$ cat config.mk
export PLATFORM = sky130hd
export DESIGN_NAME = tps_resolve
export DESIGN_NICKNAME = d
export VERILOG_FILES = /design/src/rtl/tps_pkg.sv /design/src/rtl/tps_resolve.sv
export SDC_FILE = /design/constraint.sdc
export NUM_CORES = 1
export LEC_CHECK = 0
export ABC_AREA = 1
export BUFFER_PORTS_ARGS = -buffer_cell sky130_fd_sc_hd__buf_4
export CAP_MARGIN = 30
export CORE_MARGIN = 2
export CORE_UTILIZATION = 35
export DETAILED_ROUTE_END_ITERATION = 12
export PLACE_DENSITY = 0.57
export SLEW_MARGIN = 20
export SYNTH_ARGS = -nofsm -noshare
export SYNTH_HDL_FRONTEND = slang
export SYNTH_SLANG_ARGS = --single-unit
$ cat constraint.sdc
create_clock -name clk_i -period 6.73 [get_ports clk_i]
set_clock_uncertainty 0.05 [all_clocks]
set_input_delay 0.673 -clock clk_i [delete_from_list [all_inputs] [get_ports clk_i]]
set_output_delay 0.673 -clock clk_i [all_outputs]
set_load 0.1 [all_outputs]
$ cat src/rtl/tps_pkg.sv
// Shared types and constants for the tone pattern sequencer.
// Used by every module in rtl/; has no dependencies of its own.
`timescale 1ns / 1ps

package tps_pkg;

  // Field widths of one beat
  localparam int unsigned ReqW   = 3;
  localparam int unsigned ByteW  = 8;
  localparam int unsigned FreqW  = 20;
  localparam int unsigned DutyW  = 7;
  localparam int unsigned TimeW  = 16;
  localparam int unsigned MsW    = 32;
  localparam int unsigned ActW   = 2;

  localparam logic [DutyW-1:0] DUTY_MAX   = 7'd100;
  localparam logic [ByteW-1:0] IDLE_INDEX = 8'hFF;

  // Request codes
  typedef enum logic [ReqW-1:0] {
    REQ_WRITE_STEP = 3'd0,
    REQ_WRITE_PAT  = 3'd1,
    REQ_LOAD       = 3'd2,
    REQ_TICK       = 3'd3,
    REQ_STOP       = 3'd4,
    REQ_FREQ_OVR   = 3'd5,
    REQ_DUTY_OVR   = 3'd6,
    REQ_CLEAR_OVR  = 3'd7
  } req_e;

  // PWM command codes
  typedef enum logic [ActW-1:0] {
    ACT_NONE   = 2'd0,
    ACT_STOP   = 2'd1,
    ACT_RECONF = 2'd2
  } act_e;

  // What the result stage still has to do with a beat
  typedef enum logic [1:0] {
    KIND_NONE   = 2'd0,
    KIND_STOP   = 2'd1,
    KIND_APPLY  = 2'd2,
    KIND_RECONF = 2'd3
  } kind_e;

  // One step memory word
  typedef struct packed {
    logic [FreqW-1:0] freq;
    logic [DutyW-1:0] duty;
    logic [TimeW-1:0] dur;
  } step_t;

  // One pattern descriptor
  typedef struct packed {
    logic [ByteW-1:0] base;
    logic [ByteW-1:0] count;
    logic [ByteW-1:0] loops;
  } desc_t;

  // One input beat
  typedef struct packed {
    req_e             req_type;
    logic [ByteW-1:0] pattern_number;
    logic [ByteW-1:0] step_address;
    logic [ByteW-1:0] step_total;
    logic [ByteW-1:0] loop_total;
    logic [FreqW-1:0] freq_hz;
    logic [DutyW-1:0] duty_level;
    logic [TimeW-1:0] hold_ms;
    logic [MsW-1:0]   now_ms;
  } req_t;

  // Beat handed from the execute stage to the result stage
  typedef struct packed {
    kind_e            kind;
    logic [FreqW-1:0] freq;
    logic [DutyW-1:0] duty;
    logic             running;
    logic [ByteW-1:0] index;
    logic             load_ok;
    logic             fov_on;
    logic [FreqW-1:0] fov;
    logic             dov_on;
    logic [DutyW-1:0] dov;
  } pend_t;

endpackage

$ cat src/rtl/tps_resolve.sv
// Result stage: pending beat register, step-data merge and output register.
// Depends on tps_pkg; takes the registered step memory read data.
`timescale 1ns / 1ps

module tps_resolve (
  input  logic                        clk_i,
  input  logic                        rst_ni,
  input  logic                        pend_load_i,
  input  tps_pkg::pend_t              pend_i,
  output logic                        pend_ready_o,
  input  tps_pkg::step_t              step_i,
  output logic                        out_valid_o,
  input  logic                        out_stall_i,
  output logic [tps_pkg::ActW-1:0]    pwm_action_o,
  output logic [tps_pkg::FreqW-1:0]   pwm_freq_o,
  output logic [tps_pkg::DutyW-1:0]   pwm_duty_o,
  output logic                        running_o,
  output logic [tps_pkg::ByteW-1:0]   playing_index_o,
  output logic                        load_ok_o
);

  logic                      pend_valid_q;
  tps_pkg::pend_t            pend_q;
  logic                      out_valid_q;
  logic                      out_can;
  tps_pkg::act_e             act_d, act_q;
  logic [tps_pkg::FreqW-1:0] freq_d, freq_q;
  logic [tps_pkg::DutyW-1:0] duty_d, duty_q;
  logic                      running_q;
  logic [tps_pkg::ByteW-1:0] index_q;
  logic                      ok_q;

  assign out_can      = !out_valid_q || !out_stall_i;
  assign pend_ready_o = !pend_valid_q || out_can;

  // Merge the pending beat with the step it now points at
  always_comb begin
    act_d  = tps_pkg::ACT_NONE;
    freq_d = '0;
    duty_d = '0;
    case (pend_q.kind)
      tps_pkg::KIND_STOP: begin
        act_d = tps_pkg::ACT_STOP;
      end
      tps_pkg::KIND_APPLY: begin
        if (step_i.freq == '0) begin
          act_d = tps_pkg::ACT_STOP;
        end else begin
          act_d  = tps_pkg::ACT_RECONF;
          freq_d = pend_q.fov_on ? pend_q.fov : step_i.freq;
          duty_d = pend_q.dov_on ? pend_q.dov : step_i.duty;
        end
      end
      tps_pkg::KIND_RECONF: begin
        act_d  = tps_pkg::ACT_RECONF;
        freq_d = pend_q.freq;
        duty_d = pend_q.duty;
      end
      default: begin
        act_d = tps_pkg::ACT_NONE;
      end
    endcase
  end

  // Advance the pending beat
  always_ff @(posedge clk_i or negedge rst_ni) begin
    if (!rst_ni) begin
      pend_valid_q <= 1'b0;
    end else if (pend_ready_o) begin
      pend_valid_q <= pend_load_i;
    end
  end

  always_ff @(posedge clk_i) begin
    if (pend_ready_o && pend_load_i) begin
      pend_q <= pend_i;
    end
  end

  // Hold the result until the receiver takes it
  always_ff @(posedge clk_i or negedge rst_ni) begin
    if (!rst_ni) begin
      out_valid_q <= 1'b0;
    end else if (out_can) begin
      out_valid_q <= pend_valid_q;
    end
  end

  always_ff @(posedge clk_i) begin
    if (out_can && pend_valid_q) begin
      act_q     <= act_d;
      freq_q    <= freq_d;
      duty_q    <= duty_d;
      running_q <= pend_q.running;
      index_q   <= pend_q.index;
      ok_q      <= pend_q.load_ok;
    end
  end

  assign out_valid_o     = out_valid_q;
  assign pwm_action_o    = act_q;
  assign pwm_freq_o      = freq_q;
  assign pwm_duty_o      = duty_q;
  assign running_o       = running_q;
  assign playing_index_o = index_q;
  assign load_ok_o       = ok_q;

endmodule

# Word level (Yosys, flattened, before mapping)
# Index checks and enable logic that the tools add are counted.
word_totals:
  ff_bits: 109
  latch_bits: 0
  mem_bits_rw: 0
  rom_bits: 0
  in_bits: 115
  word_cells: 37
  mem_count: 0
classes:
  n_addsub: 0
  multipliers: 0
  div_mod_pow: 0
  order_cmp: 0
  n_eq_ne: 3
  shifts: 0
  muxes: 8
  bitwise_logic: 0
  reduce_logical: 8
ops:
  columns: ["cell", "n"]
  rows:
  - ["$mux 20", 2]
  - ["$pmux 20 s2", 1]
  - ["$logic_not 20->1", 1]
  - ["$mux 7", 2]
  - ["$pmux 7 s2", 1]
  - ["$pmux 2 s3", 1]
  - ["$eq 2x2->1 const B", 2]
  - ["$logic_not 1->1", 3]
  - ["$eq 2x1->1 const B", 1]
  - ["$logic_and 1x1->1", 2]
  - ["$logic_or 1x1->1", 2]
  - ["$mux 2", 1]

# Depth between registers and ports, before layout
# Gate-level depths: netlist of run 1.
depth:
  word_depth: 4
  mapped_depth: 8
  depth_no_buf: 6

# Least setup slack after synthesis of run 1
# No wires, ideal clock.
synth_timing:
  path_type: "register to register"
  startpoint: "register out_valid_q (netlist: out_valid_o)"
  endpoint: "register pend_q[0] (netlist name) (enable)"
  setup_ps: 422
  arrival_time_ps: 3201
  required_time_ps: 6258
  setup_slack_ps: 3057
  path_stages_with_launch: 6
  path_buffers: 0
  cell_sequence: "dfrtp_1 nand2_1 inv_1 nand2_1 nand2_1 inv_1"
synth_between:
  elab_chain_len: 4
synth_rtl:
  columns: ["item", "line_no", "source"]
  rows:
  - ["start: declaration", "tps_resolve.sv:24", "logic out_valid_q;"]
  - ["start signal: assignment", "tps_resolve.sv:85", "out_valid_q <= pend_valid_q;"]
  - ["$logic_not 1->1", "tps_resolve.sv:33", "assign out_can = !out_valid_q || !out_stall_i;"]
  - ["$logic_or 1x1->1", "tps_resolve.sv:33", null]
  - ["$logic_or 1x1->1", "tps_resolve.sv:34", "assign pend_ready_o = !pend_valid_q || out_can;"]
  - ["net pend_ready_o", "tps_resolve.sv:10", "output logic pend_ready_o,"]
  - ["$logic_and 1x1->1", "tps_resolve.sv:75", "if (pend_ready_o && pend_load_i) begin"]
  - ["end signal: assignment", "tps_resolve.sv:76", "pend_q <= pend_i;"]
  - ["end: declaration", "tps_resolve.sv:23", "tps_pkg::pend_t pend_q;"]
# The timed path passes the listed nets, and every way through them passes these cells.
# A chain may end at the register's enable or synchronous reset.

# Worst setup path after layout of run 1
layout_timing:
  startpoint: "input port step_i[25] (netlist name)"
  endpoint: "register duty_q (netlist bit pwm_duty_o[6]) (data pin)"
layout_between:
  elab_chain_len: 3
layout_rtl:
  columns: ["item", "line_no", "source"]
  rows:
  - ["start: declaration", "tps_resolve.sv:11", "input tps_pkg::step_t step_i,"]
  - ["$logic_not 20->1", "tps_resolve.sv:46", "if (step_i.freq == '0) begin"]
  - ["$mux 7", "tps_resolve.sv:46", null]
  - ["$pmux 7 s2", "tps_resolve.sv:41", "case (pend_q.kind)"]
  - ["net duty_d, one bit", "tps_resolve.sv:28", "logic [tps_pkg::DutyW-1:0] duty_d, duty_q;"]
  - ["end signal: assignment", "tps_resolve.sv:93", "duty_q <= duty_d;"]
  - ["end: declaration", "tps_resolve.sv:28", null]
# The timed path passes the listed nets, and every way through them passes these cells.

==> results.sh, run 1 <==
export IMPL_critPathRequiredTime_ns=6.77
export IMPL_fmax_mhz=473
export IMPL_path_delay_family="simple AND/OR/NAND/NOR gates"
export IMPL_placementRows=39
export IMPL_core_um2=11600
export IMPL_peakVddDrop_mv=0.138
export IMPL_cp_max_fo=29
export IMPL_rr_startpoint="out_valid_o$_DFFE_PN0P_"
export IMPL_synth_nets=388
export IMPL_cts_sinks=109
export IMPL_yosysWarnings=0
export IMPL_grt_usage_pct=14.2
export IMPL_drive_gt1_share_pct=45.2
export IMPL_synth_flop_cell="edfxtp_1"
export IMPL_synth_edff_count=107
export IMPL_overflow=0
export IMPL_io_buffers=139
export IMPL_diodes=0
export IMPL_postSynthAreaPerCell_um2=15.3
export IMPL_fin_nets=530
export IMPL_synth_seq_cells=109
export IMPL_path_clk_slew_ns=0.06
export IMPL_final_cell_mix="buf_4, edfxtp_1, nand2_1"
export IMPL_cp_start_kind="input port"
export IMPL_crit_slowest_cell="nand3_2"
export IMPL_reg2reg_depth=6
export IMPL_startpoint="step_i[25]"
export IMPL_syn_inst=273
export IMPL_arrival_ns=2.16
export IMPL_run_status="completed"
export IMPL_grt_pass1_wl_um=13500
export IMPL_cts_tree="done"
export IMPL_path_class="in -> reg"
export IMPL_r2r_end="pend_q[34]$_DFFE_PP_"
export IMPL_numCtsBuffers=9
export IMPL_p_per_area_nw_per_um2=295
export IMPL_grt_pass1_vias=2587
export IMPL_syn_to_final_growth_pct=35.1
export IMPL_antenna_left=0
export IMPL_cts_hold_buf=0
export IMPL_first_pass_iters=4
export IMPL_ys_async_sr_fraction_pct=1.83
export IMPL_dp_cells=545
export IMPL_antenna_found_initial=0
export IMPL_rsz0062_at_grt="no"
export IMPL_slew_viol_final=0
export IMPL_cts_max_level=3
export IMPL_post_cts_buffers=0
export IMPL_cts_resized=0
export IMPL_cellLeakagePower_nw=2.33
export IMPL_maxCapViolations=0
export IMPL_place_congestion=0.685
export IMPL_vias=2573
export IMPL_synth_seq_area_share_pct=77.9
export IMPL_reg2reg_slack_ns=4.83
export IMPL_viasPerCell=4.59
export IMPL_hold_viol=0
export IMPL_hold_path_class="in -> async"
export IMPL_fin_tns_setup_ns=0
export IMPL_stdcell_count=561
export IMPL_start_util_pct=36.2
export IMPL_wirelength_um=8770
export IMPL_crit_path_end_kind="flip-flop"
export IMPL_drcViolationCount=0
export IMPL_critPathMaxStageDelay_ns=0.67
export IMPL_ioPinCount=156
export IMPL_synth_area_um2=4190
export IMPL_cts_buffer_depth=2
export IMPL_cp_cell_sequence="buf_4, inv_1, nand2_1, nor2_1, nand3_2, nand3_1, nand2_1"
export IMPL_final_common_cell="buf_4"
export IMPL_drt_initial_drc_count=87
export IMPL_insertion_delay_ns=0.35
export IMPL_synthDistinctLibCells=15
export IMPL_dieWidth_um=113
export IMPL_fin_crit_ns=2.12
export IMPL_path_buf_inv=2
export IMPL_die_area_um2=12900
export IMPL_finalSetupViolCount=0
export IMPL_slew_headroom_pct=38.6
export IMPL_crit_top_cell="nand2_1"
export IMPL_post_dp_hpwl_um=5710
export IMPL_grt_max_degree=69
export IMPL_die_h_um=113
export IMPL_wl_per_cell_um=15.6
export IMPL_finalCritPeriodShare_pct=31.4
export IMPL_tightest_slew_ns=0.919
export IMPL_cts_root_buf="clkbuf_16"
[cell families after synthesis]
| logic type | share of synthesized area, % |
|---|---|
| multiplexers | 6.18 |
| buffers and inverters | 2.90 |
| AND/OR/NAND/NOR | 12.4 |
| flip-flops | 77.9 |
| AO/OA/AOI/OAI | 0.597 |
[stage by stage]
step | total power, mW | instance area (µm²) | hold slack (ns) | setup WS (ns) | utilization, %
3_5_place_dp | 1.22 | 5360 | 0.355 | 4.20 | 46.3
4_1_cts | 1.69 | 5610 | 0.0288 | 4.61 | 48.5
6_report | 1.67 | 5660 | 0.0480 | 4.61 | 48.9
5_1_grt | 1.74 | 5660 | 0.0305 | 4.45 | 48.9
3_3_place_gp | 1.21 | 5360 | 0.351 | 4.24 | 46.3
2_1_floorplan | 1.11 | 4190 | 0.327 | 3.06 | -
[per-layer routing]
| layer | global-route usage (%) | vias to the layer above | part of all wire [%] | routed length [µm] |
|---|---|---|---|---|
| li1 | - | 1256 | - | - |
| met2 | 23.6 | 89 | 50 | 4390 |
| met4 | 7.56 | 0 | 2.0 | 179 |
| met5 | 0 | - | 0 | 0 |
| met1 | 16.7 | 1217 | 41 | 3640 |
| met3 | 4.09 | 11 | 6.4 | 565 |
[layout make-up]
cell class / instances / area [µm²]
well taps: 143 / 179
repair buffers: 143 / 1110
inverters: 10 / 37.5
clock buffers: 11 / 233
flip-flops and latches: 109 / 3260
clock inverters: 3 / 15.0
multi-input cells: 142 / 820
fillers: 1030 / 5900
[sequential cells by signal (all words and copies together), names as in the netlist]
signal	count
pend_valid_q	1
pwm_action_o	2
pwm_freq_o	20
running_o	1
playing_index_o	8
load_ok_o	1
out_valid_o	1
pend_q	68
pwm_duty_o	7
[how the worst max path moves through the flow]
stage                                            to  slack, ns  depth (start not counted)
final                       pwm_duty_o[6]$_DFFE_PP_       4.61                          7
after global placement      pwm_duty_o[5]$_DFFE_PP_       4.24                          7
after CTS                   pwm_duty_o[6]$_DFFE_PP_       4.61                          7
after detailed placement  pwm_action_o[0]$_DFFE_PP_       4.20                          6
after floorplan                 pend_q[0]$_DFFE_PP_       3.06                          5
after global routing        pwm_freq_o[0]$_DFFE_PP_       4.45                          7
[report_power, final]
part,internal [mW],switching [mW],total [mW],leakage [nW]
Sequential,0.820,0.0177,0.838,1.06
Clock,0.245,0.222,0.468,0.125
Combinational,0.0966,0.271,0.367,1.15
Total,1.16,0.511,1.67,2.33
[synthesized netlist by cell type (2+ instances only)]
cell | instances | area share [%]
edfxtp_1 | 107 | 77
nand2_1 | 73 | 6.5
mux2_2 | 19 | 5.1
nand3_1 | 17 | 2.0
nor2_1 | 12 | 1.1
nand3_2 | 11 | 2.6
inv_1 | 9 | 0.81
buf_2 | 7 | 0.84
o21ai_0 | 5 | 0.60
buf_6 | 4 | 1.1
mux2_1 | 4 | 1.1
dfrtp_1 | 2 | 1.2
(Power assumes the default switching activity.)
==> run 2, diff against run 1 <==
ABC_AREA = 0   (was 1)
PLACE_DENSITY = 0.56   (was 0.57)
clock period = 2 ns   (was 6.73 ns; I/O delays follow)
==> run 2 against run 1 <==
Against the previous run:
- sequential power increased to 3.3 times the previous value
- power rose to 3.4 times the previous value
- combinational power grew to 3.5 times the previous value
- final cell count grew 20%
- synthesized cell count increased by 3.3%
- design area increased by 20%
- clock power rose to 3.6 times the previous value
- wire length rose by 25%
- synthesized area rose by 7.8%
- sequential share of layout area fell by 9.7 points
- global-route usage increased by 2.3 points
- critical path type is now reg -> reg
- largest power group unchanged
- highest routed layer unchanged
==> results.sh, run 2 <==
export IMPL_run_status="completed"
export IMPL_cts_buffer_depth=2
export IMPL_grt_pass1_vias=3261
export IMPL_startpoint="out_valid_o$_DFFE_PN0P_"
export IMPL_first_pass_iters=4
export IMPL_slew_viol_final=0
export IMPL_yosysTopAreaCell="edfxtp_1"
export IMPL_fin_crit_ns=1.58
export IMPL_final_cell_mix="buf_4, edfxtp_1, dlygate4sd3_1"
export IMPL_grt_pass1_wl_um=17200
export IMPL_stdcell_count=671
export IMPL_p_per_area_nw_per_um2=840
export IMPL_vias=3129
export IMPL_dieWidth_um=118
export IMPL_start_util_pct=35.8
export IMPL_path_delay_family="flip-flops"
export IMPL_grt_max_degree=40
export IMPL_path_clk_slew_ns=0.07
export IMPL_min_to="pend_valid_q$_DFFE_PN0N_"
export IMPL_cts_tree="done"
export IMPL_drcViolationCount=0
export IMPL_switching_share_pct=29.9
export IMPL_synth_area_leaders="edfxtp_1, mux2_2, o211ai_1"
export IMPL_numCtsBuffers=9
export IMPL_fmax_mhz=634
export IMPL_crit_path_end_kind="flip-flop"
export IMPL_synth_flop_cell="edfxtp_1"
export IMPL_drt_initial_drc_count=134
export IMPL_path_class="reg -> reg"
export IMPL_syn_to_final_growth_pct=50.7
export IMPL_drive_gt1_share_pct=44.7
export IMPL_path_buf_inv=1
export IMPL_io_buffers=139
export IMPL_multiInputGateArea_um2=1160
export IMPL_hold_start="pend_load_i"
export IMPL_largest_reg_flops=68
export IMPL_fill_cells=1080
export IMPL_fin_nets=609
export IMPL_viasPerCell=4.66
export IMPL_slew_headroom_pct=74.3
export IMPL_p_seq_share_pct=48.4
export IMPL_postSynthAreaPerCell_um2=16.0
export IMPL_reg2reg_slack_ns=0.42
export IMPL_hold_path_class="in -> reg"
export IMPL_utilization_pct=54.0
export IMPL_synthTopCellsByCount="edfxtp_1, nand2_1, o211ai_1"
export IMPL_die_area_um2=13800
export IMPL_post_dp_hpwl_um=7060
export IMPL_synth_edff_count=107
export IMPL_finalCritPeriodShare_pct=78.8
export IMPL_final_common_cell="buf_4"
export IMPL_internal_power_mw=4.01
export IMPL_cellLeakagePower_nw=2.61
export IMPL_overflow=0
export IMPL_peakVddDrop_mv=0.599
export IMPL_core_um2=12600
export IMPL_combPwrFrac_pct=22.3
export IMPL_r2r_end="pend_q[5]$_DFFE_PP_"
export IMPL_tightest_slew_ns=0.386
export IMPL_critPathMaxStageDelay_ns=0.51
export IMPL_rr_startpoint="out_valid_o$_DFFE_PN0P_"
export IMPL_synth_top_area_share_pct=71.1
export IMPL_clockPowerShare_pct=29.3
export IMPL_dp_cells=586
export IMPL_placementRows=41
export IMPL_insertion_delay_ns=0.35
export IMPL_cp_cell_sequence="nand3_4, and2_4, buf_12"
export IMPL_antenna_left=0
export IMPL_reg2reg_depth=3
export IMPL_synth_nets=397
export IMPL_wl_per_cell_um=16.4
export IMPL_synthDistinctLibCells=21
export IMPL_seq_area_um2=3270
export IMPL_ys_async_sr_fraction_pct=1.83
export IMPL_rsz0062_at_grt="no"
export IMPL_synth_seq_area_share_pct=72.2
export IMPL_critPathRequiredTime_ns=1.99
export IMPL_grt_usage_pct=16.5
export IMPL_finalSetupViolCount=0
export IMPL_wirelength_um=11000
export IMPL_hold_viol=0
export IMPL_crit_slowest_cell="dfrtp_4"
export IMPL_synth_area_um2=4520
export IMPL_synth_seq_cells=109
export IMPL_cp_start_kind="flip-flop"
export IMPL_holdPathStages=2
export IMPL_yosysWarnings=0
export IMPL_arrival_ns=1.57
export IMPL_place_congestion=0.724
export IMPL_cts_root_buf="clkbuf_16"
export IMPL_antenna_found_initial=0
export IMPL_cp_max_fo=33
export IMPL_ioPinCount=156
export IMPL_cts_max_level=3
export IMPL_maxCapViolations=0
export IMPL_diodes=0
export IMPL_cts_sinks=109
export IMPL_top_register="pend_q"
export IMPL_finalPower_mw=5.72
export IMPL_synth_most_common_cell="edfxtp_1"
export IMPL_die_h_um=118
export IMPL_syn_inst=282
export IMPL_p_switching_mw=1.71
run 2: cell count changes after synthesis, sizes merged, moves of 3 or more:
cell	change
mux2	+4
nor2	-13
inv	-9
clkbuf	+9
o21ai	-5
nand3	-27
nor4	+3
nand2	-19
o211ai	+54
run 2: cells by family after synthesis:
kind of cell	Yosys count	synth area share [%]
muxes	27	6.73
DFF	109	72.2
buffers and inverters	21	2.77
AOI/OAI and AO/OA	58	11.9
and+or+nand+nor	67	6.37
run 2: layout make-up:
cell class | instances | share of cell area [%]
repair buffers | 222 | 27.7
clock buffers | 9 | 3.31
well taps | 172 | 3.16
clock inverters | 7 | 0.717
flip-flops and latches | 109 | 48.0
multi-input cells | 152 | 17.1
run 2: through the flow:
step	worst slack [ns]	setup TNS [ns]	cell area [µm²]	hold slack, ns
global route	0.362	0	6810	0.00527
detailed placement	0.109	0	5840	-0.0642
CTS	0.399	0	6810	0.00249
floorplan	-0.0116	-0.786	4550	-0.146
finish	0.423	0	6810	0.0166
global placement	0.158	0	5840	-0.0669
run 2: worst max path at each step:
stage / depth (start not counted) / slack (ns) / endpoint
after floorplan: 2 / -0.01 / pend_q[0]$_DFFE_PP_
after global placement: 5 / 0.16 / pwm_action_o[1]$_DFFE_PP_
after detailed placement: 5 / 0.11 / pwm_action_o[1]$_DFFE_PP_
after CTS: 3 / 0.40 / pend_q[49]$_DFFE_PP_
after global routing: 3 / 0.36 / pend_q[12]$_DFFE_PP_
final: 3 / 0.42 / pend_q[5]$_DFFE_PP_
run 2: layer usage:
layer	wire length (µm)	up-vias	track usage, %
li1	-	1525	-
met4	124	0	4.52
met1	4380	1502	19.2
met5	0	-	0
met3	656	8	5.33
met2	5830	94	29.1
run 2: worst register-to-register path: cells and delay by family, from the launching register on:
family,cells,cell delay (ns)
flops,1,0.51
simple gates,2,0.43
buf+inv,1,0.28
run 2: power by group through the flow:
| stage | sequential [mW] | clock (mW) | combinational (mW) |
|---|---|---|---|
| global route | 2.79 | 1.84 | 1.33 |
| global placement | 2.82 | 0 | 1.16 |
| CTS | 2.77 | 1.74 | 1.28 |
| finish | 2.77 | 1.68 | 1.27 |
| detailed placement | 2.82 | 0 | 1.17 |
| floorplan | 3.35 | 0 | 0.272 |
run 2: repair_timing:
| action | CTS | global route |
|---|---|---|
| hold endpoints to repair | 70 | 0 |
| gates resized for setup | 0 | 0 |
| hold buffers | 69 | 0 |
| setup buffers | 0 | 0 |
