## config.mk

```make
export PLATFORM = sky130hd
export DESIGN_NAME = tps_exec
export DESIGN_NICKNAME = d
export VERILOG_FILES = /design/src/rtl/tps_pkg.sv /design/src/rtl/tps_exec.sv
export SDC_FILE = /design/constraint.sdc
export NUM_CORES = 1
export LEC_CHECK = 0
export ABC_CLOCK_PERIOD_IN_PS = 28700
export BUFFER_PORTS_ARGS = -buffer_cell sky130_fd_sc_hd__buf_2
export CORE_MARGIN = 1.5
export CORE_UTILIZATION = 45
export CTS_BUF_LIST = sky130_fd_sc_hd__clkbuf_8
export DETAILED_ROUTE_END_ITERATION = 10
export PLACE_DENSITY = 0.61
export SYNTH_ARGS = -nofsm -noshare
export SYNTH_HDL_FRONTEND = slang
export SYNTH_SLANG_ARGS = --single-unit
export TNS_END_PERCENT = 1
```

## constraint.sdc

```tcl
create_clock -name clk_i -period 28.7 [get_ports clk_i]
set_input_delay 5.74 -clock clk_i [delete_from_list [all_inputs] [get_ports clk_i]]
set_output_delay 5.74 -clock clk_i [all_outputs]
set_load 0.1 [all_outputs]
```

## src/rtl/tps_pkg.sv

```systemverilog
// Shared types and constants for the tone pattern sequencer.
// Used by every module in rtl/; has no dependencies of its own.
`timescale 1ns / 1ps

package tps_pkg;

  // Field widths of one beat
  localparam int unsigned ReqW   = 3;
  localparam int unsigned ByteW  = 8;
  localparam int unsigned FreqW  = 20;
  localparam int unsigned DutyW  = 7;
  localparam int unsigned TimeW  = 16;
  localparam int unsigned MsW    = 32;
  localparam int unsigned ActW   = 2;

  localparam logic [DutyW-1:0] DUTY_MAX   = 7'd100;
  localparam logic [ByteW-1:0] IDLE_INDEX = 8'hFF;

  // Request codes
  typedef enum logic [ReqW-1:0] {
    REQ_WRITE_STEP = 3'd0,
    REQ_WRITE_PAT  = 3'd1,
    REQ_LOAD       = 3'd2,
    REQ_TICK       = 3'd3,
    REQ_STOP       = 3'd4,
    REQ_FREQ_OVR   = 3'd5,
    REQ_DUTY_OVR   = 3'd6,
    REQ_CLEAR_OVR  = 3'd7
  } req_e;

  // PWM command codes
  typedef enum logic [ActW-1:0] {
    ACT_NONE   = 2'd0,
    ACT_STOP   = 2'd1,
    ACT_RECONF = 2'd2
  } act_e;

  // What the result stage still has to do with a beat
  typedef enum logic [1:0] {
    KIND_NONE   = 2'd0,
    KIND_STOP   = 2'd1,
    KIND_APPLY  = 2'd2,
    KIND_RECONF = 2'd3
  } kind_e;

  // One step memory word
  typedef struct packed {
    logic [FreqW-1:0] freq;
    logic [DutyW-1:0] duty;
    logic [TimeW-1:0] dur;
  } step_t;

  // One pattern descriptor
  typedef struct packed {
    logic [ByteW-1:0] base;
    logic [ByteW-1:0] count;
    logic [ByteW-1:0] loops;
  } desc_t;

  // One input beat
  typedef struct packed {
    req_e             req_type;
    logic [ByteW-1:0] pattern_number;
    logic [ByteW-1:0] step_address;
    logic [ByteW-1:0] step_total;
    logic [ByteW-1:0] loop_total;
    logic [FreqW-1:0] freq_hz;
    logic [DutyW-1:0] duty_level;
    logic [TimeW-1:0] hold_ms;
    logic [MsW-1:0]   now_ms;
  } req_t;

  // Beat handed from the execute stage to the result stage
  typedef struct packed {
    kind_e            kind;
    logic [FreqW-1:0] freq;
    logic [DutyW-1:0] duty;
    logic             running;
    logic [ByteW-1:0] index;
    logic             load_ok;
    logic             fov_on;
    logic [FreqW-1:0] fov;
    logic             dov_on;
    logic [DutyW-1:0] dov;
  } pend_t;

endpackage

```

## src/rtl/tps_exec.sv

```systemverilog
// Execute stage: sequencer state, descriptor table and step memory control.
// Depends on tps_pkg; drives the step memory ports and the pending beat.
`timescale 1ns / 1ps

module tps_exec #(
  parameter int unsigned PATTERN_SLOTS = 16,
  parameter int unsigned STEP_DEPTH    = 256,
  parameter int unsigned SLW           = 4,
  parameter int unsigned SAW           = 8
) (
  input  logic                       clk_i,
  input  logic                       rst_ni,
  input  logic                       fire_i,
  input  tps_pkg::req_t              req_i,
  input  tps_pkg::step_t             cur_step_i,
  output logic                       mem_we_o,
  output logic [SAW-1:0]             mem_waddr_o,
  output tps_pkg::step_t             mem_wdata_o,
  output logic [tps_pkg::ByteW-1:0]  mem_raddr_o,
  output tps_pkg::pend_t             pend_o
);

  localparam int unsigned BW = tps_pkg::ByteW;

  tps_pkg::desc_t            desc_q [PATTERN_SLOTS];
  tps_pkg::desc_t            act_desc_q, act_desc_d;
  logic                      active_q, active_d;
  logic [SLW-1:0]            apat_q, apat_d;
  logic [BW-1:0]             pos_q, pos_d;
  logic [BW-1:0]             loop_q, loop_d;
  logic [tps_pkg::MsW-1:0]   begin_q, begin_d;
  logic                      fov_on_q, fov_on_d;
  logic [tps_pkg::FreqW-1:0] fov_q, fov_d;
  logic                      dov_on_q, dov_on_d;
  logic [tps_pkg::DutyW-1:0] dov_q, dov_d;

  logic                      desc_we;
  logic [SLW-1:0]            psel;
  logic                      pnum_ok;
  logic                      use_req;
  tps_pkg::desc_t            desc_new;
  tps_pkg::desc_t            load_desc;
  logic [tps_pkg::DutyW-1:0] duty_c;
  logic [tps_pkg::MsW-1:0]   elapsed;
  logic [BW:0]               pos_inc;
  logic [BW:0]               loop_inc;
  tps_pkg::pend_t            pend;

  assign psel    = req_i.pattern_number[SLW-1:0];
  assign pnum_ok = {1'b0, req_i.pattern_number} < (BW + 1)'(PATTERN_SLOTS);
  assign duty_c  = (req_i.duty_level > tps_pkg::DUTY_MAX) ? tps_pkg::DUTY_MAX
                                                          : req_i.duty_level;
  assign elapsed = req_i.now_ms - begin_q;
  assign pos_inc  = {1'b0, pos_q} + 1'b1;
  assign loop_inc = {1'b0, loop_q} + 1'b1;

  assign desc_new = '{base: req_i.step_address, count: req_i.step_total,
                      loops: req_i.loop_total};

  // Pick the requested pattern, or fall back to pattern 0
  assign use_req   = pnum_ok && (desc_q[psel].count != '0);
  assign load_desc = use_req ? desc_q[psel] : desc_q[0];

  // Next state and pending beat
  always_comb begin
    act_desc_d  = act_desc_q;
    active_d    = active_q;
    apat_d      = apat_q;
    pos_d       = pos_q;
    loop_d      = loop_q;
    begin_d     = begin_q;
    fov_on_d    = fov_on_q;
    fov_d       = fov_q;
    dov_on_d    = dov_on_q;
    dov_d       = dov_q;
    desc_we     = 1'b0;
    mem_we_o    = 1'b0;
    mem_waddr_o = req_i.step_address[SAW-1:0];
    mem_wdata_o = '{freq: req_i.freq_hz, duty: duty_c, dur: req_i.hold_ms};
    pend        = '0;
    pend.kind   = tps_pkg::KIND_NONE;

    if (fire_i) begin
      case (req_i.req_type)
        tps_pkg::REQ_WRITE_STEP: begin
          mem_we_o = {1'b0, req_i.step_address} < (BW + 1)'(STEP_DEPTH);
        end
        tps_pkg::REQ_WRITE_PAT: begin
          if (pnum_ok) begin
            desc_we = 1'b1;
            if (req_i.pattern_number == BW'(apat_q)) begin
              act_desc_d = desc_new;
            end
          end
        end
        tps_pkg::REQ_LOAD: begin
          if (load_desc.count != '0) begin
            apat_d       = use_req ? psel : '0;
            act_desc_d   = load_desc;
            pos_d        = '0;
            loop_d       = '0;
            begin_d      = '0;
            active_d     = 1'b1;
            pend.kind    = tps_pkg::KIND_APPLY;
            pend.load_ok = 1'b1;
          end
        end
        tps_pkg::REQ_TICK: begin
          if (active_q && (elapsed >= {16'd0, cur_step_i.dur})) begin
            // Advance the step; wrap at the end of the pattern and count a loop if a loop total is set
            pos_d = pos_inc[BW-1:0];
            if (pos_inc >= {1'b0, act_desc_q.count}) begin
              pos_d = '0;
              if (act_desc_q.loops != '0) begin
                loop_d = loop_inc[BW-1:0];
              end
            end
            if ((pos_inc >= {1'b0, act_desc_q.count}) && (act_desc_q.loops != '0) &&
                (loop_inc >= {1'b0, act_desc_q.loops})) begin
              active_d  = 1'b0;
              pend.kind = tps_pkg::KIND_STOP;
            end else begin
              begin_d   = req_i.now_ms;
              pend.kind = tps_pkg::KIND_APPLY;
            end
          end
        end
        tps_pkg::REQ_STOP: begin
          active_d  = 1'b0;
          pend.kind = tps_pkg::KIND_STOP;
        end
        tps_pkg::REQ_FREQ_OVR: begin
          fov_on_d = 1'b1;
          fov_d    = req_i.freq_hz;
          if (active_q) begin
            pend.kind = tps_pkg::KIND_RECONF;
            pend.freq = req_i.freq_hz;
            pend.duty = dov_on_q ? dov_q : cur_step_i.duty;
          end
        end
        tps_pkg::REQ_DUTY_OVR: begin
          dov_on_d = 1'b1;
          dov_d    = duty_c;
          if (active_q) begin
            pend.kind = tps_pkg::KIND_RECONF;
            pend.freq = fov_on_q ? fov_q : cur_step_i.freq;
            pend.duty = duty_c;
          end
        end
        default: begin
          fov_on_d = 1'b0;
          dov_on_d = 1'b0;
        end
      endcase
    end

    pend.running = active_d;
    pend.index   = active_d ? BW'(apat_d) : tps_pkg::IDLE_INDEX;
    pend.fov_on  = fov_on_d;
    pend.fov     = fov_d;
    pend.dov_on  = dov_on_d;
    pend.dov     = dov_d;
  end

  // Read the step the state will point at after this beat
  assign mem_raddr_o = act_desc_d.base + pos_d;
  assign pend_o      = pend;

  // Hold the descriptor table
  always_ff @(posedge clk_i or negedge rst_ni) begin
    if (!rst_ni) begin
      for (int i = 0; i < PATTERN_SLOTS; i++) begin
        desc_q[i] <= '0;
      end
    end else if (desc_we) begin
      desc_q[psel] <= desc_new;
    end
  end

  // Hold the sequencer state
  always_ff @(posedge clk_i or negedge rst_ni) begin
    if (!rst_ni) begin
      act_desc_q <= '0;
      active_q   <= 1'b0;
      apat_q     <= '0;
      pos_q      <= '0;
      loop_q     <= '0;
      begin_q    <= '0;
      fov_on_q   <= 1'b0;
      fov_q      <= '0;
      dov_on_q   <= 1'b0;
      dov_q      <= '0;
    end else begin
      act_desc_q <= act_desc_d;
      active_q   <= active_d;
      apat_q     <= apat_d;
      pos_q      <= pos_d;
      loop_q     <= loop_d;
      begin_q    <= begin_d;
      fov_on_q   <= fov_on_d;
      fov_q      <= fov_d;
      dov_on_q   <= dov_on_d;
      dov_q      <= dov_d;
    end
  end

endmodule

```

== Yosys cells after proc, flatten, opt, wreduce, memory -nomap -nowiden ==
Cells that the tools add are included.

* Logic and storage cells: 165
* Input port bits: 156
* Output and inout bits: 128
* Register bits: 490

* Equality and inequality tests: 14
* Reduce and logical (&&, ||, !) cells: 16
* Bitwise logic cells: 1
* $add $sub $neg: 4
* Order comparisons: 7
* Muxes and demuxes: 63

{| class="wikitable"
|+ Operators by type and width
! operator !! number
|-
| bitwise mux 384 bit || 1
|-
| 2-to-1 mux 24 bit || 8
|-
| binary-select mux 24 bit (select 4 bit) || 1
|-
| demux 24 bit (select 4 bit) || 1
|-
| 2-to-1 mux 32 bit || 3
|-
| 2-to-1 mux 29 bit || 3
|-
| 2-to-1 mux 8 bit || 9
|-
| one-hot mux 32 bit (2 select lines) || 1
|-
| 2-to-1 mux 20 bit || 3
|-
| one-hot mux 27 bit (2 select lines) || 1
|-
| one-hot mux 24 bit (2 select lines) || 1
|-
| >= comparator 32 x 16 -> 1 bit || 1
|-
| one-hot mux 8 bit (2 select lines) || 2
|-
| subtractor 32 bit || 1
|-
| 2-to-1 mux 7 bit || 4
|-
| nonzero test 8 bit || 3
|-
| adder 8 x 1 -> 9 bit, second input constant || 2
|-
| >= comparator 9 x 8 -> 1 bit || 2
|-
| 2-to-1 mux 4 bit || 4
|-
| 2-to-1 mux 1 bit || 14
|-
| != test 2 bit, second input constant || 7
|-
| OR reduction 6 bit || 2
|-
| one-hot mux 2 bit (5 select lines) || 1
|-
| AND reduction 5 bit || 2
|-
| other kinds (17) || 28
|}

== Logic depth before layout (Yosys ltp) ==
Gate-level depths: netlist (run 1).

* Word-level depth: 12
* Mapped depth: 32
* Mapped depth without buffers: 32

== Worst setup path before layout (run 1) ==
No wires, ideal clock.

* Path kind: input-to-output
* Start point: input req_i[0] (netlist name)
* End point: output mem_raddr_o[7] (netlist name)
* Stages on the path: 31
* Buffers on the path: 0
* Arrival: 12.663 ns
* Required time: 22.960 ns
* Setup slack: 10.297 ns
* Path through: inv_1 ha_1 fa_1 nor2b_1 o2111a_1 o31a_1 nor2_1 o21bai_1 xor2_1 ha_1 a21oi_1 nand2_1 a2111oi_0 o211ai_1 a2111oi_0 nand4_1 nor4b_1 and4_4 a21bo_2 nor2_1 or2_2 a31o_1 ha_1 a21o_1 a21oi_1 o21bai_1 a21oi_1 o21bai_1 a21oi_1 xor2_1 xnor2_1

* Cells in the longest elaborated chain, start to end: 7

{| class="wikitable"
|+ Ends and longest elaborated chain
! what !! RTL line !! RTL
|-
| start, declared || tps_exec.sv:14 || <nowiki>input tps_pkg::req_t req_i,</nowiki>
|-
| subtractor 32 bit || tps_exec.sv:53 || <nowiki>assign elapsed = req_i.now_ms - begin_q;</nowiki>
|-
| >= comparator 32 x 16 -> 1 bit || tps_exec.sv:109 || <nowiki>if (active_q && (elapsed >= {16'd0, cur_step_i.dur})) begin</nowiki>
|-
| logical AND 1 bit || tps_exec.sv:109 ||
|-
| 2-to-1 mux 8 bit || tps_exec.sv:109 ||
|-
| one-hot mux 8 bit (2 select lines) || tps_exec.sv:84 || <nowiki>case (req_i.req_type)</nowiki>
|-
| 2-to-1 mux 8 bit || tps_exec.sv:83 || <nowiki>if (fire_i) begin</nowiki>
|-
| via pos_d[1] || tps_exec.sv:29 || <nowiki>logic [BW-1:0] pos_q, pos_d;</nowiki>
|-
| adder 8 bit || tps_exec.sv:166 || <nowiki>assign mem_raddr_o = act_desc_d.base + pos_d;</nowiki>
|-
| end, declared || tps_exec.sv:19 || <nowiki>output logic [tps_pkg::ByteW-1:0] mem_raddr_o,</nowiki>
|}

The timed path passes the listed nets, and every way through them passes these cells.

== Final worst setup path (run 1) ==
Ends and elaborated chain as after synthesis.

==> results of run 1 <==
-- cell usage in the layout, fill, tap and decap left out, drive strengths merged, types with 24 or more instances in the layout --
cell,Yosys,layout
nor2,125,125
nand3,29,29
dfrtp,490,490
clkbuf,107,102
a22o,41,41
o21ai,55,55
mux2i,39,39
a21oi,102,102
nand2,82,82
mux2,433,433
xnor2,24,24
inv,89,122
buf,82,282
ha,72,72
mux4,112,112
-- cells by family after synthesis --
| logic type | count (synthesis) | synth area share (%) |
|---|---|---|
| flip-flops | 490 | 46.14 |
| XOR/XNOR | 45 | 1.483 |
| multiplexers | 584 | 29.31 |
| buffers and inverters | 279 | 4.802 |
| AO/OA/AOI/OAI | 324 | 8.009 |
| AND/OR/NAND/NOR | 368 | 6.719 |
| adder cells (fa/ha/maj) | 74 | 3.540 |
-- worst min path at each step --
| stage | end | slack (ns) |
|---|---|---|
| 3_3_place_gp | desc_q[330] | 0.48 |
| 2_1_floorplan | begin_q[10] | 0.47 |
| 4_1_cts | desc_q[321] | 0.50 |
| 6_report | begin_q[17] | 0.50 |
| 3_5_place_dp | begin_q[19] | 0.48 |
| 5_1_grt | begin_q[27] | 0.51 |
-- sequential cells by signal (all words and copies together) (netlist names) --
signal      cells
fov_q          20
dov_on_q        1
loop_q          8
apat_q          4
pos_q           8
begin_q        32
dov_q           7
active_q        1
act_desc_q     24
desc_q        384
fov_on_q        1
-- stage by stage --
step	utilization, %	setup WS [ns]	area [µm²]	power [µW]
after floorplan	-	10.30	26580	996.5
after global placement	48.52	10.37	28150	1061
after detailed placement	48.52	10.27	28150	1065
after CTS	51.41	10.22	29830	1709
after global routing	51.41	9.809	29830	1768
final	51.41	10.20	29830	1688
-- Yosys cell counts (21+ instances only) --
master | instances | area [µm²]
inv_1 | 89 | 334.1
mux2i_1 | 39 | 390.4
a22oi_1 | 22 | 165.2
nor2_1 | 125 | 469.2
mux4_2 | 112 | 2522
xor2_1 | 21 | 183.9
mux2_2 | 433 | 4876
a21oi_1 | 102 | 510.5
clkbuf_1 | 107 | 401.6
o21ai_0 | 45 | 225.2
dfrtp_1 | 490 | 12260
xnor2_1 | 24 | 210.2
nand3_1 | 29 | 145.1
nor3_1 | 21 | 105.1
nand2_1 | 82 | 307.8
a22o_1 | 41 | 359.1
ha_1 | 72 | 900.9
buf_4 | 50 | 375.4
-- power groups by stage --
stage | logic (µW) | registers (µW) | clock network [µW]
after floorplan | 260 | 737 | 0
after global placement | 317 | 744 | 0
after detailed placement | 320 | 744 | 0
after CTS | 321 | 732 | 655
after global routing | 345 | 735 | 688
final | 320 | 732 | 636
-- layout make-up --
cell class | count | area (µm²) | area share [%]
multi-input combinational | 1395 | 13090 | 43.88
sequential | 490 | 12260 | 41.10
tap | 765 | 957.2 | 3.209
clock inverter | 42 | 274.0 | 0.9185
inverter | 90 | 337.8 | 1.132
clock buffer | 102 | 1404 | 4.706
timing repair buffer | 282 | 1508 | 5.054
-- worst max-delay path: cells and delay by family --
kind	cells	cell delay, ns
AOI/OAI and AO/OA	15	3.19
xor gates and xnor gates	3	0.56
adders and majority gates	4	1.21
and+or+nand+nor	8	1.43
buffers and inverters	3	0.61
-- per-layer routing --
layer / vias to the layer above / routed length [µm] / part of all wire [%]
li1: 8234 / - / -
met4: 2 / 1663 / 2.4
met5: - / 13 / 0.019
met2: 521 / 32200 / 47
met3: 122 / 3867 / 5.7
met1: 9318 / 30430 / 45
==> metrics.csv, run 1 <==
stage,metric,value,unit
global_routing,met3 Track Usage GR,4.357,%
synthesis,register bit total from synthesis,490,
hold_path,Worst Hold Class,reg2reg,
final_layout,Layout Nets,2575,
global_routing,global-route wire length before repair,107600,µm
final_layout,Antenna Cells,0,
timing,f_max,54.05,MHz
final_layout,P&R area growth vs syn,12.25,%
timing,Slew Limit Headroom,20.01,%
global_routing,vias in the first global route,18890,
global_routing,initial antenna violation count,1,
clocking,CTS Buf Count,86,
detailed_routing,vias,18200,
pwr,Pint,1152,µW
worst_setup_path,cell mode on critical path,a21oi_1,
worst_setup_path,"slowest stage delay, CP",0.48,ns
timing,Hold Worst Slack,0.4969,ns
detailed_routing,DRC Markers,0,
clocking,# clock sinks,490,
synthesis,syn_nets,2394,
detailed_routing,DR pass1 iterations,5,
floorplan,Chip Width,246.0,µm
global_routing,GRT overflow,0,
floorplan,die span in y,246.0,µm
synthesis,register area share after synthesis,46.14,%
pwr,Switch Pwr,536.0,µW
worst_setup_path,Crit Reg-Reg Startpoint,begin_q[0],
floorplan,row count,88,
timing,Final Cycle Share,64.46,%
timing,Final Hold Vio Count,0,
detailed_routing,DR iter-0 viols,1159,
clocking,Clock Path Buffers,3,
worst_setup_path,CP Capture Type,output pin,
floorplan,Core Area,58030,µm²
worst_setup_path,WP data required,22.96,ns
worst_setup_path,FF-to-FF path depth,21,
detailed_routing,Vias/cell,5.748,
worst_setup_path,startpoint types,input port,
worst_setup_path,"Arr. time, crit path",12.76,ns
floorplan,die footprint,60520,µm²
placement,Cell Count Post-Placement,3022,
timing,Tightest Pin Transition,1.199,ns
clocking,H-tree depth,3,
pwr,Clock power frac,37.7,%
pwr,static leakage,0.01461,µW
worst_setup_path,FF-to-FF setup slack,23.21,ns
floorplan,Initial Util,45.80,%
timing,fin. max-slew vios,0,
pwr,sequential cell fraction of total power,43.4,%
synthesis,Post-synth EDFFs,0,
pwr,Worst VDD drop,0.04125,mV
final_layout,final non-filler cell total,3166,
synthesis,Synth Cell Area,26580,µm²
global_routing,gr busiest metal,met2,
clocking,CTS tree,done,
hold_path,Hold Path Origin,begin_q[17],
worst_setup_path,worst setup path endpoint,mem_raddr_o[7],
detailed_routing,Total Wirelength,68170,µm
clocking,clk root buf,clkbuf_8,
outcome,status,"finished, final reports clean",
global_routing,largest net degree at the start of global routing,91,
clocking,clock latency on the worst-skew pair,0.69,ns
synthesis,"Primary FF master, synth",dfrtp_1,
detailed_routing,Routed WL per cell,21.53,µm
global_routing,met1 usage in global routing,30.86,%
timing,RSZ-0062 raised after global routing,no,
worst_setup_path,start point of the critical path,req_i[0],
placement,PortBufs,251,
final_layout,layout cells sized above 1,40.27,%
global_routing,GRT Total Usage,22.88,%
timing,skew final,0.04125,ns
clocking,# resized after CTS,0,
worst_setup_path,critical path type,in2out,
worst_setup_path,slowest CP cell,buf_2,
detailed_routing,Routed Antenna Nets,0,
hold_path,Hold Crit Depth,1,
placement,HPWL after DPL,45320,µm
global_routing,met2 Resource Use GR,37.39,%
synthesis,Synth Instances,2164,
timing,setup TNS,0,ns
pwr,power per cell area,56.58,nW/µm²
worst_setup_path,Crit Path Max Fanout,6,
synthesis,fraction of registers with async set or reset after synthesis,100.0,%
synthesis,syn_area_per_cell,12.28,µm²
placement,gpl congestion,0.8916,
floorplan,num ports,284,
pwr,Logic pwr share,18.9,%
clocking,Worst-path clk slew,0.05,ns
worst_setup_path,worst r2r dst,loop_q[0],
run,Max-cap violations,0,
synthesis,YS warnings,0,
clocking,postcts setup bufs,0,
timing,Period minus WS final,18.50,ns
pwr,Sw Ratio,31.75,%
timing,Final setup viols,0,
clocking,Hold Buf Count CTS,0,
final_layout,Layout fillers,5047,
synthesis,count of different cell masters after synthesis,73,
No activity file was read; power rests on OpenSTA's default activity.
==> run 2: changes to the inputs <==
ABC_AREA = 1   (was default)
ABC_CLOCK_PERIOD_IN_PS = 18700   (was 28700)
clock period = 18.7 ns   (was 28.7 ns; I/O delays follow)
==> metrics.csv, run 2 <==
stage,metric,value,unit,change
outcome,status,"finished, final reports clean",,
detailed_routing,Vias/cell,5.341,,-7.1%
detailed_routing,DRC Markers,0,,unchanged
detailed_routing,DR iter-0 viols,1767,,+52%
synthesis,Synth Instances,3472,,+60%
clocking,Clock Path Buffers,3,,unchanged
synthesis,synth top area cells,"dfrtp_1 (46%), nand2_1 (16%), o21ai_0 (8.4%)",,
synthesis,count of different cell masters after synthesis,46,,-37%
worst_setup_path,"slowest stage delay, CP",0.84,ns,+0.36 ns
synthesis,list of most frequent post-synthesis cells,"nand2_1 (1,117), dfrtp_1 (490), o21ai_0 (442)",,
placement,Cell Count Post-Placement,4269,,+41%
clocking,clock latency on the worst-skew pair,0.70,ns,about the same
worst_setup_path,FF-to-FF setup slack,14.31,ns,-8.90 ns
hold_path,Hold Crit Depth,2,,+1
timing,Period minus WS final,13.86,ns,
synthesis,register bit total from synthesis,490,,unchanged
global_routing,initial antenna violation count,2,,+1
synthesis,register area share after synthesis,46.36,%,+0.22 points
floorplan,Initial Util,45.67,%,-0.13 points
clocking,# resized after CTS,0,,unchanged
run,Max-cap violations,0,,unchanged
timing,setup TNS,0,ns,unchanged
final_layout,P&R area growth vs syn,11.33,%,
floorplan,row count,88,,unchanged
timing,Slew Limit Headroom,29.08,%,+9.1 points
final_layout,most frequent cells in the layout,"nand2_1 (1,116), dfrtp_1 (490), o21ai_0 (442)",,
synthesis,Post-synth EDFFs,0,,unchanged
detailed_routing,Total Wirelength,80460,µm,+18%
synthesis,syn_area_per_cell,7.618,µm²,-38%
timing,Final Hold Vio Count,0,,unchanged
pwr,Worst VDD drop,0.05813,mV,+41%
clocking,H-tree depth,3,,unchanged
synthesis,post-synthesis cell type with the largest combined area,dfrtp_1,,
hold_path,Hold Path Origin,desc_q[256],,
worst_setup_path,slowest CP cell,buf_4,,
timing,f_max,72.15,MHz,
global_routing,global-route wire length before repair,127200,µm,+18%
final_layout,max reg flops,384,,unchanged
floorplan,die footprint,60240,µm²,-0.47%
final_layout,Layout Nets,3821,,+48%
pwr,power per cell area,91.21,nW/µm²,+61%
clocking,CTS Buf Count,85,,-1.2%
timing,Final Cycle Share,74.12,%,
final_layout,Biggest register,desc_q,,
synthesis,Yosys top cell area share,46.36,%,+0.22 points
worst_setup_path,critical path type,in2out,,
placement,HPWL after DPL,51600,µm,+14%
synthesis,syn_nets,3702,,+55%
clocking,CTS tree,done,,
worst_setup_path,worst r2r dst,begin_q[11],,
synthesis,fraction of registers with async set or reset after synthesis,100.0,%,unchanged
placement,PortBufs,251,,unchanged
worst_setup_path,CP Capture Type,output pin,,
synthesis,Synth Cell Area,26450,µm²,-0.48%
final_layout,"commonest non-fill, non-tap cell in the layout",nand2_1,,
global_routing,largest net degree at the start of global routing,178,,+96%
hold_path,worst hold endpoint,desc_q[256],,
floorplan,num ports,284,,unchanged
timing,Final setup viols,0,,unchanged
global_routing,GRT Total Usage,26.81,%,+3.9 points
detailed_routing,Routed Antenna Nets,0,,unchanged
worst_setup_path,FF-to-FF path depth,24,,+14%
global_routing,GRT overflow,0,,unchanged
final_layout,layout cells sized above 1,12.75,%,-28 points
detailed_routing,DR pass1 iterations,5,,unchanged
final_layout,biggest regs,"desc_q: 384 flops, begin_q: 32 flops, act_desc_q: 24 flops",,
detailed_routing,vias,23570,,+30%
clocking,clk root buf,clkbuf_8,,
synthesis,"Primary FF master, synth",dfrtp_1,,
worst_setup_path,Crit Reg-Reg Startpoint,begin_q[0],,
final_layout,multi-input logic area,12080,µm²,-7.7%
worst_setup_path,startpoint types,input port,,
final_layout,Util after Layout,50.84,%,-0.57 points
pwr,static leakage,0.01499,µW,+2.6%
hold_path,Worst Hold Class,reg2reg,,
floorplan,Core Area,57920,µm²,-0.19%
clocking,Hold Buf Count CTS,0,,unchanged
synthesis,dominant cell by count in the synthesized netlist,nand2_1,,
clocking,postcts setup bufs,0,,unchanged
floorplan,Chip Width,245.4,µm,-0.24%
timing,skew final,0.03713,ns,-0.004119 ns
timing,Tightest Pin Transition,1.063,ns,-0.1360 ns
floorplan,die span in y,245.4,µm,-0.24%
worst_setup_path,cell mode on critical path,nand2_1,,
worst_setup_path,Crit Path Max Fanout,71,,+65
global_routing,vias in the first global route,22490,,+19%
timing,fin. max-slew vios,0,,unchanged
final_layout,final non-filler cell total,4413,,+39%
synthesis,YS warnings,0,,unchanged
placement,gpl congestion,0.9083,,+1.9%
worst_setup_path,WP data required,14.96,ns,-8.00 ns
timing,RSZ-0062 raised after global routing,no,,
worst_setup_path,"Arr. time, crit path",10.12,ns,-2.64 ns
final_layout,register area,12260,µm²,unchanged
detailed_routing,Routed WL per cell,18.23,µm,-15%
final_layout,Layout fillers,5882,,+17%
clocking,Worst-path clk slew,0.05,ns,about the same
clocking,# clock sinks,490,,unchanged
run 2: power breakdown:
group | leakage, µW | total, µW | switching, µW | internal, µW
Clock | 0.000938 | 945 | 453 | 491
Combinational | 0.00733 | 616 | 463 | 153
Sequential | 0.00672 | 1130 | 22.8 | 1100
Total | 0.0150 | 2690 | 939 | 1750
run 2: logic make-up after synthesis:
family          share of synthesized area, %
mux                                   0.8941
compound gates                         15.99
simple gates                           23.69
xor+xnor                               1.093
flops                                  46.36
fa+ha+maj                              3.557
buf+inv                                8.420
run 2: how the worst max path moves through the flow:
stage,depth (start not counted),from,slack [ns],end
final,34,req_i[99],4.84,mem_raddr_o[7]
after global routing,34,req_i[99],4.27,mem_raddr_o[7]
after CTS,38,req_i[99],4.96,mem_raddr_o[7]
after detailed placement,34,req_i[99],4.97,mem_raddr_o[7]
after global placement,34,req_i[99],5.10,mem_raddr_o[7]
after floorplan,31,req_i[0],5.75,mem_raddr_o[6]
run 2: layout make-up:
class	count	area share (%)
Sequential cell	490	41.64
Multi-Input combinational cell	2461	41.01
Timing Repair Buffer	287	5.278
Clock buffer	102	4.768
Inverter	266	3.391
Tap cell	765	3.251
Clock inverter	40	0.6374
Antenna cell	2	0.01700
run 2: metrics by stage:
stage	hold WS [ns]	setup WS (ns)	instance area, µm²	power (µW)
2_1_floorplan	0.4479	5.746	26450	1625
3_3_place_gp	0.4619	5.095	27850	1757
3_5_place_dp	0.4686	4.975	27850	1760
4_1_cts	0.4834	4.963	29440	2707
5_1_grt	0.4954	4.272	29440	2817
6_report	0.4808	4.840	29440	2686
run 2: critical path: cells and delay by family:
kind / cells / cell delay [ns]
fa+ha+maj: 1 / 0.30
simple gates: 18 / 1.97
buf+inv: 9 / 2.62
compound gates: 6 / 1.42
run 2: per-layer routing:
layer | track usage, % | wire length [µm]
met1 | 36.40 | 36460
met2 | 44.75 | 37560
met3 | 3.929 | 4408
met4 | 7.091 | 2027
met5 | 0 | 0
==> run 3: changes to the inputs <==
ABC_AREA = 0   (was 1)
ABC_CLOCK_PERIOD_IN_PS = 13950   (was 18700)
clock period = 13.95 ns   (was 18.7 ns; I/O delays follow)
==> metrics.csv, run 3 (synthesis results as in run 1) <==
stage,metric,value,unit,change
pwr,power per cell area,119.2,nW/µm²,+31%
hold_path,Worst Hold Class,reg2reg,,
worst_setup_path,startpoint types,input port,,
worst_setup_path,Crit path max-delay family,compound AO/OA/AOI/OAI gates,,
worst_setup_path,worst r2r dst,loop_q[0],,
clocking,# resized after CTS,0,,unchanged
clocking,# clock sinks,490,,unchanged
placement,gpl congestion,0.8785,,-3.3%
floorplan,Chip Width,246.0,µm,+0.24%
clocking,Clock Path Buffers,3,,unchanged
global_routing,vias in the first global route,19020,,-15%
detailed_routing,DRC Markers,0,,unchanged
worst_setup_path,worst setup path endpoint,mem_raddr_o[7],,
clocking,clk root buf,clkbuf_8,,
worst_setup_path,Crit Reg-Reg Startpoint,begin_q[1],,
final_layout,most frequent cells in the layout,"dfrtp_1 (490), mux2_2 (433), buf_2 (248)",,
timing,Final Hold Vio Count,0,,unchanged
floorplan,num ports,284,,unchanged
worst_setup_path,WP data required,11.16,ns,-3.80 ns
pwr,Worst VDD drop,0.1053,mV,+81%
timing,setup TNS,0,ns,unchanged
final_layout,"commonest non-fill, non-tap cell in the layout",dfrtp_1,,
clocking,CTS tree,done,,
worst_setup_path,cell mode on critical path,a21oi_1,,
worst_setup_path,start point of the critical path,req_i[0],,
final_layout,max reg flops,384,,unchanged
detailed_routing,Routed Antenna Nets,0,,unchanged
timing,Final setup viols,0,,unchanged
worst_setup_path,slowest CP cell,buf_2,,
final_layout,Biggest register,desc_q,,
floorplan,die footprint,60520,µm²,+0.47%
placement,Placement Setup Slack,1.376,ns,-3.599 ns
timing,Tightest Pin Transition,1.182,ns,+0.1192 ns
detailed_routing,Vias/cell,5.762,,+7.9%
final_layout,Layout Nets,2574,,-33%
detailed_routing,DR pass1 iterations,5,,unchanged
floorplan,Initial Util,45.80,%,+0.13 points
clocking,H-tree depth,3,,unchanged
run,Max-cap violations,0,,unchanged
worst_setup_path,Crit Path Max Fanout,6,,-92%
final_layout,biggest regs,"desc_q: 384 flops, begin_q: 32 flops, act_desc_q: 24 flops",,
floorplan,die span in y,246.0,µm,+0.24%
placement,Cell Count Post-Placement,3022,,-29%
clocking,clock latency on the worst-skew pair,0.70,ns,about the same
clocking,Hold Buf Count CTS,0,,unchanged
detailed_routing,vias,18340,,-22%
floorplan,Core Area,58030,µm²,+0.19%
clocking,CTS Buf Count,85,,unchanged
placement,PortBufs,251,,unchanged
detailed_routing,DR iter-0 viols,1043,,-41%
worst_setup_path,FF-to-FF setup slack,8.41,ns,-5.90 ns
timing,Hold Worst Slack,0.4994,ns,+0.01860 ns
worst_setup_path,"slowest stage delay, CP",0.49,ns,-0.35 ns
worst_setup_path,critical path type,in2out,,
clocking,Worst-path clk slew,0.06,ns,about the same
worst_setup_path,FF-to-FF path depth,21,,-13%
final_layout,P&R area growth vs syn,13.08,%,
timing,Setup WS post-layout,1.318,ns,-3.522 ns
global_routing,GRT Total Usage,23.01,%,-3.8 points
final_layout,final non-filler cell total,3182,,-28%
global_routing,largest net degree at the start of global routing,183,,+2.8%
floorplan,row count,88,,unchanged
global_routing,initial antenna violation count,3,,+1
placement,HPWL after DPL,45900,µm,-11%
worst_setup_path,crit path buf inv count,3,,-6
global_routing,global-route wire length before repair,107800,µm,-15%
outcome,status,"finished, final reports clean",,
pwr,static leakage,0.01473,µW,-1.7%
timing,Period minus WS final,12.63,ns,
global_routing,GRT overflow,0,,unchanged
worst_setup_path,"Arr. time, crit path",9.84,ns,-0.28 ns
timing,Final Cycle Share,90.55,%,
clocking,postcts setup bufs,0,,unchanged
pwr,Pwr Total,3582,µW,+33%
worst_setup_path,Crit. path cell count,33,,-2.9%
timing,skew final,0.04200,ns,+0.004870 ns
worst_setup_path,CP Capture Type,output pin,,
timing,fin. max-slew vios,0,,unchanged
final_layout,layout cells sized above 1,40.56,%,+28 points
detailed_routing,Total Wirelength,68670,µm,-15%
timing,Slew Limit Headroom,21.03,%,-8.0 points
timing,f_max,79.16,MHz,
timing,RSZ-0062 raised after global routing,no,,
detailed_routing,Routed WL per cell,21.58,µm,+18%
-- run 3: routing by layer --
metal	wire [µm]	share of wire (%)	global-route usage [%]
met5	0	0	0
met4	2106	3.1	7.975
met3	4259	6.2	5.153
met2	31960	47	37.00
met1	30350	44	30.61
-- run 3: cell type report --
cell class                 instances  area, µm²
tap                              765      957.2
timing repair buffer             282       1520
inverter                          90      337.8
fill                            5021      27970
clock buffer                     111       1528
multi-input combinational       1395      13090
antenna                            3      7.507
clock inverter                    46      351.6
sequential                       490      12260
-- run 3: worst register-to-register path, delay by kind of cell, from the launching register on --
family / cells / cell delay [ns]
flip-flops: 1 / 0.40
adder cells (fa/ha/maj): 2 / 0.56
XOR/XNOR: 1 / 0.17
AO/OA/AOI/OAI: 8 / 2.71
multiplexers: 1 / 0.27
buffers and inverters: 1 / 0.06
AND/OR/NAND/NOR: 8 / 1.29
-- run 3: worst min-delay path by stage --
| stage | cells after the start | from | endpoint | slack [ns] |
|---|---|---|---|---|
| 3_3_place_gp | 1 | desc_q[317] | desc_q[317] | 0.48 |
| 6_report | 1 | desc_q[31] | desc_q[31] | 0.50 |
| 2_1_floorplan | 1 | begin_q[10] | begin_q[10] | 0.47 |
| 5_1_grt | 1 | desc_q[168] | desc_q[168] | 0.51 |
| 4_1_cts | 1 | desc_q[314] | desc_q[314] | 0.50 |
| 3_5_place_dp | 1 | begin_q[23] | begin_q[23] | 0.48 |
-- run 3: power breakdown --
group          switching [µW]  internal (µW)  leakage (µW)
logic                     478            184       0.00690
registers                35.3           1470       0.00675
clock network             604            809       0.00108
total                    1120           2460        0.0147
-- run 3: through the flow --
stage	utilization (%)	cell area, µm²
global route	51.79	30050
detailed placement	48.54	28170
global placement	48.54	28170
CTS	51.78	30050
finish	51.79	30050
floorplan	-	26580
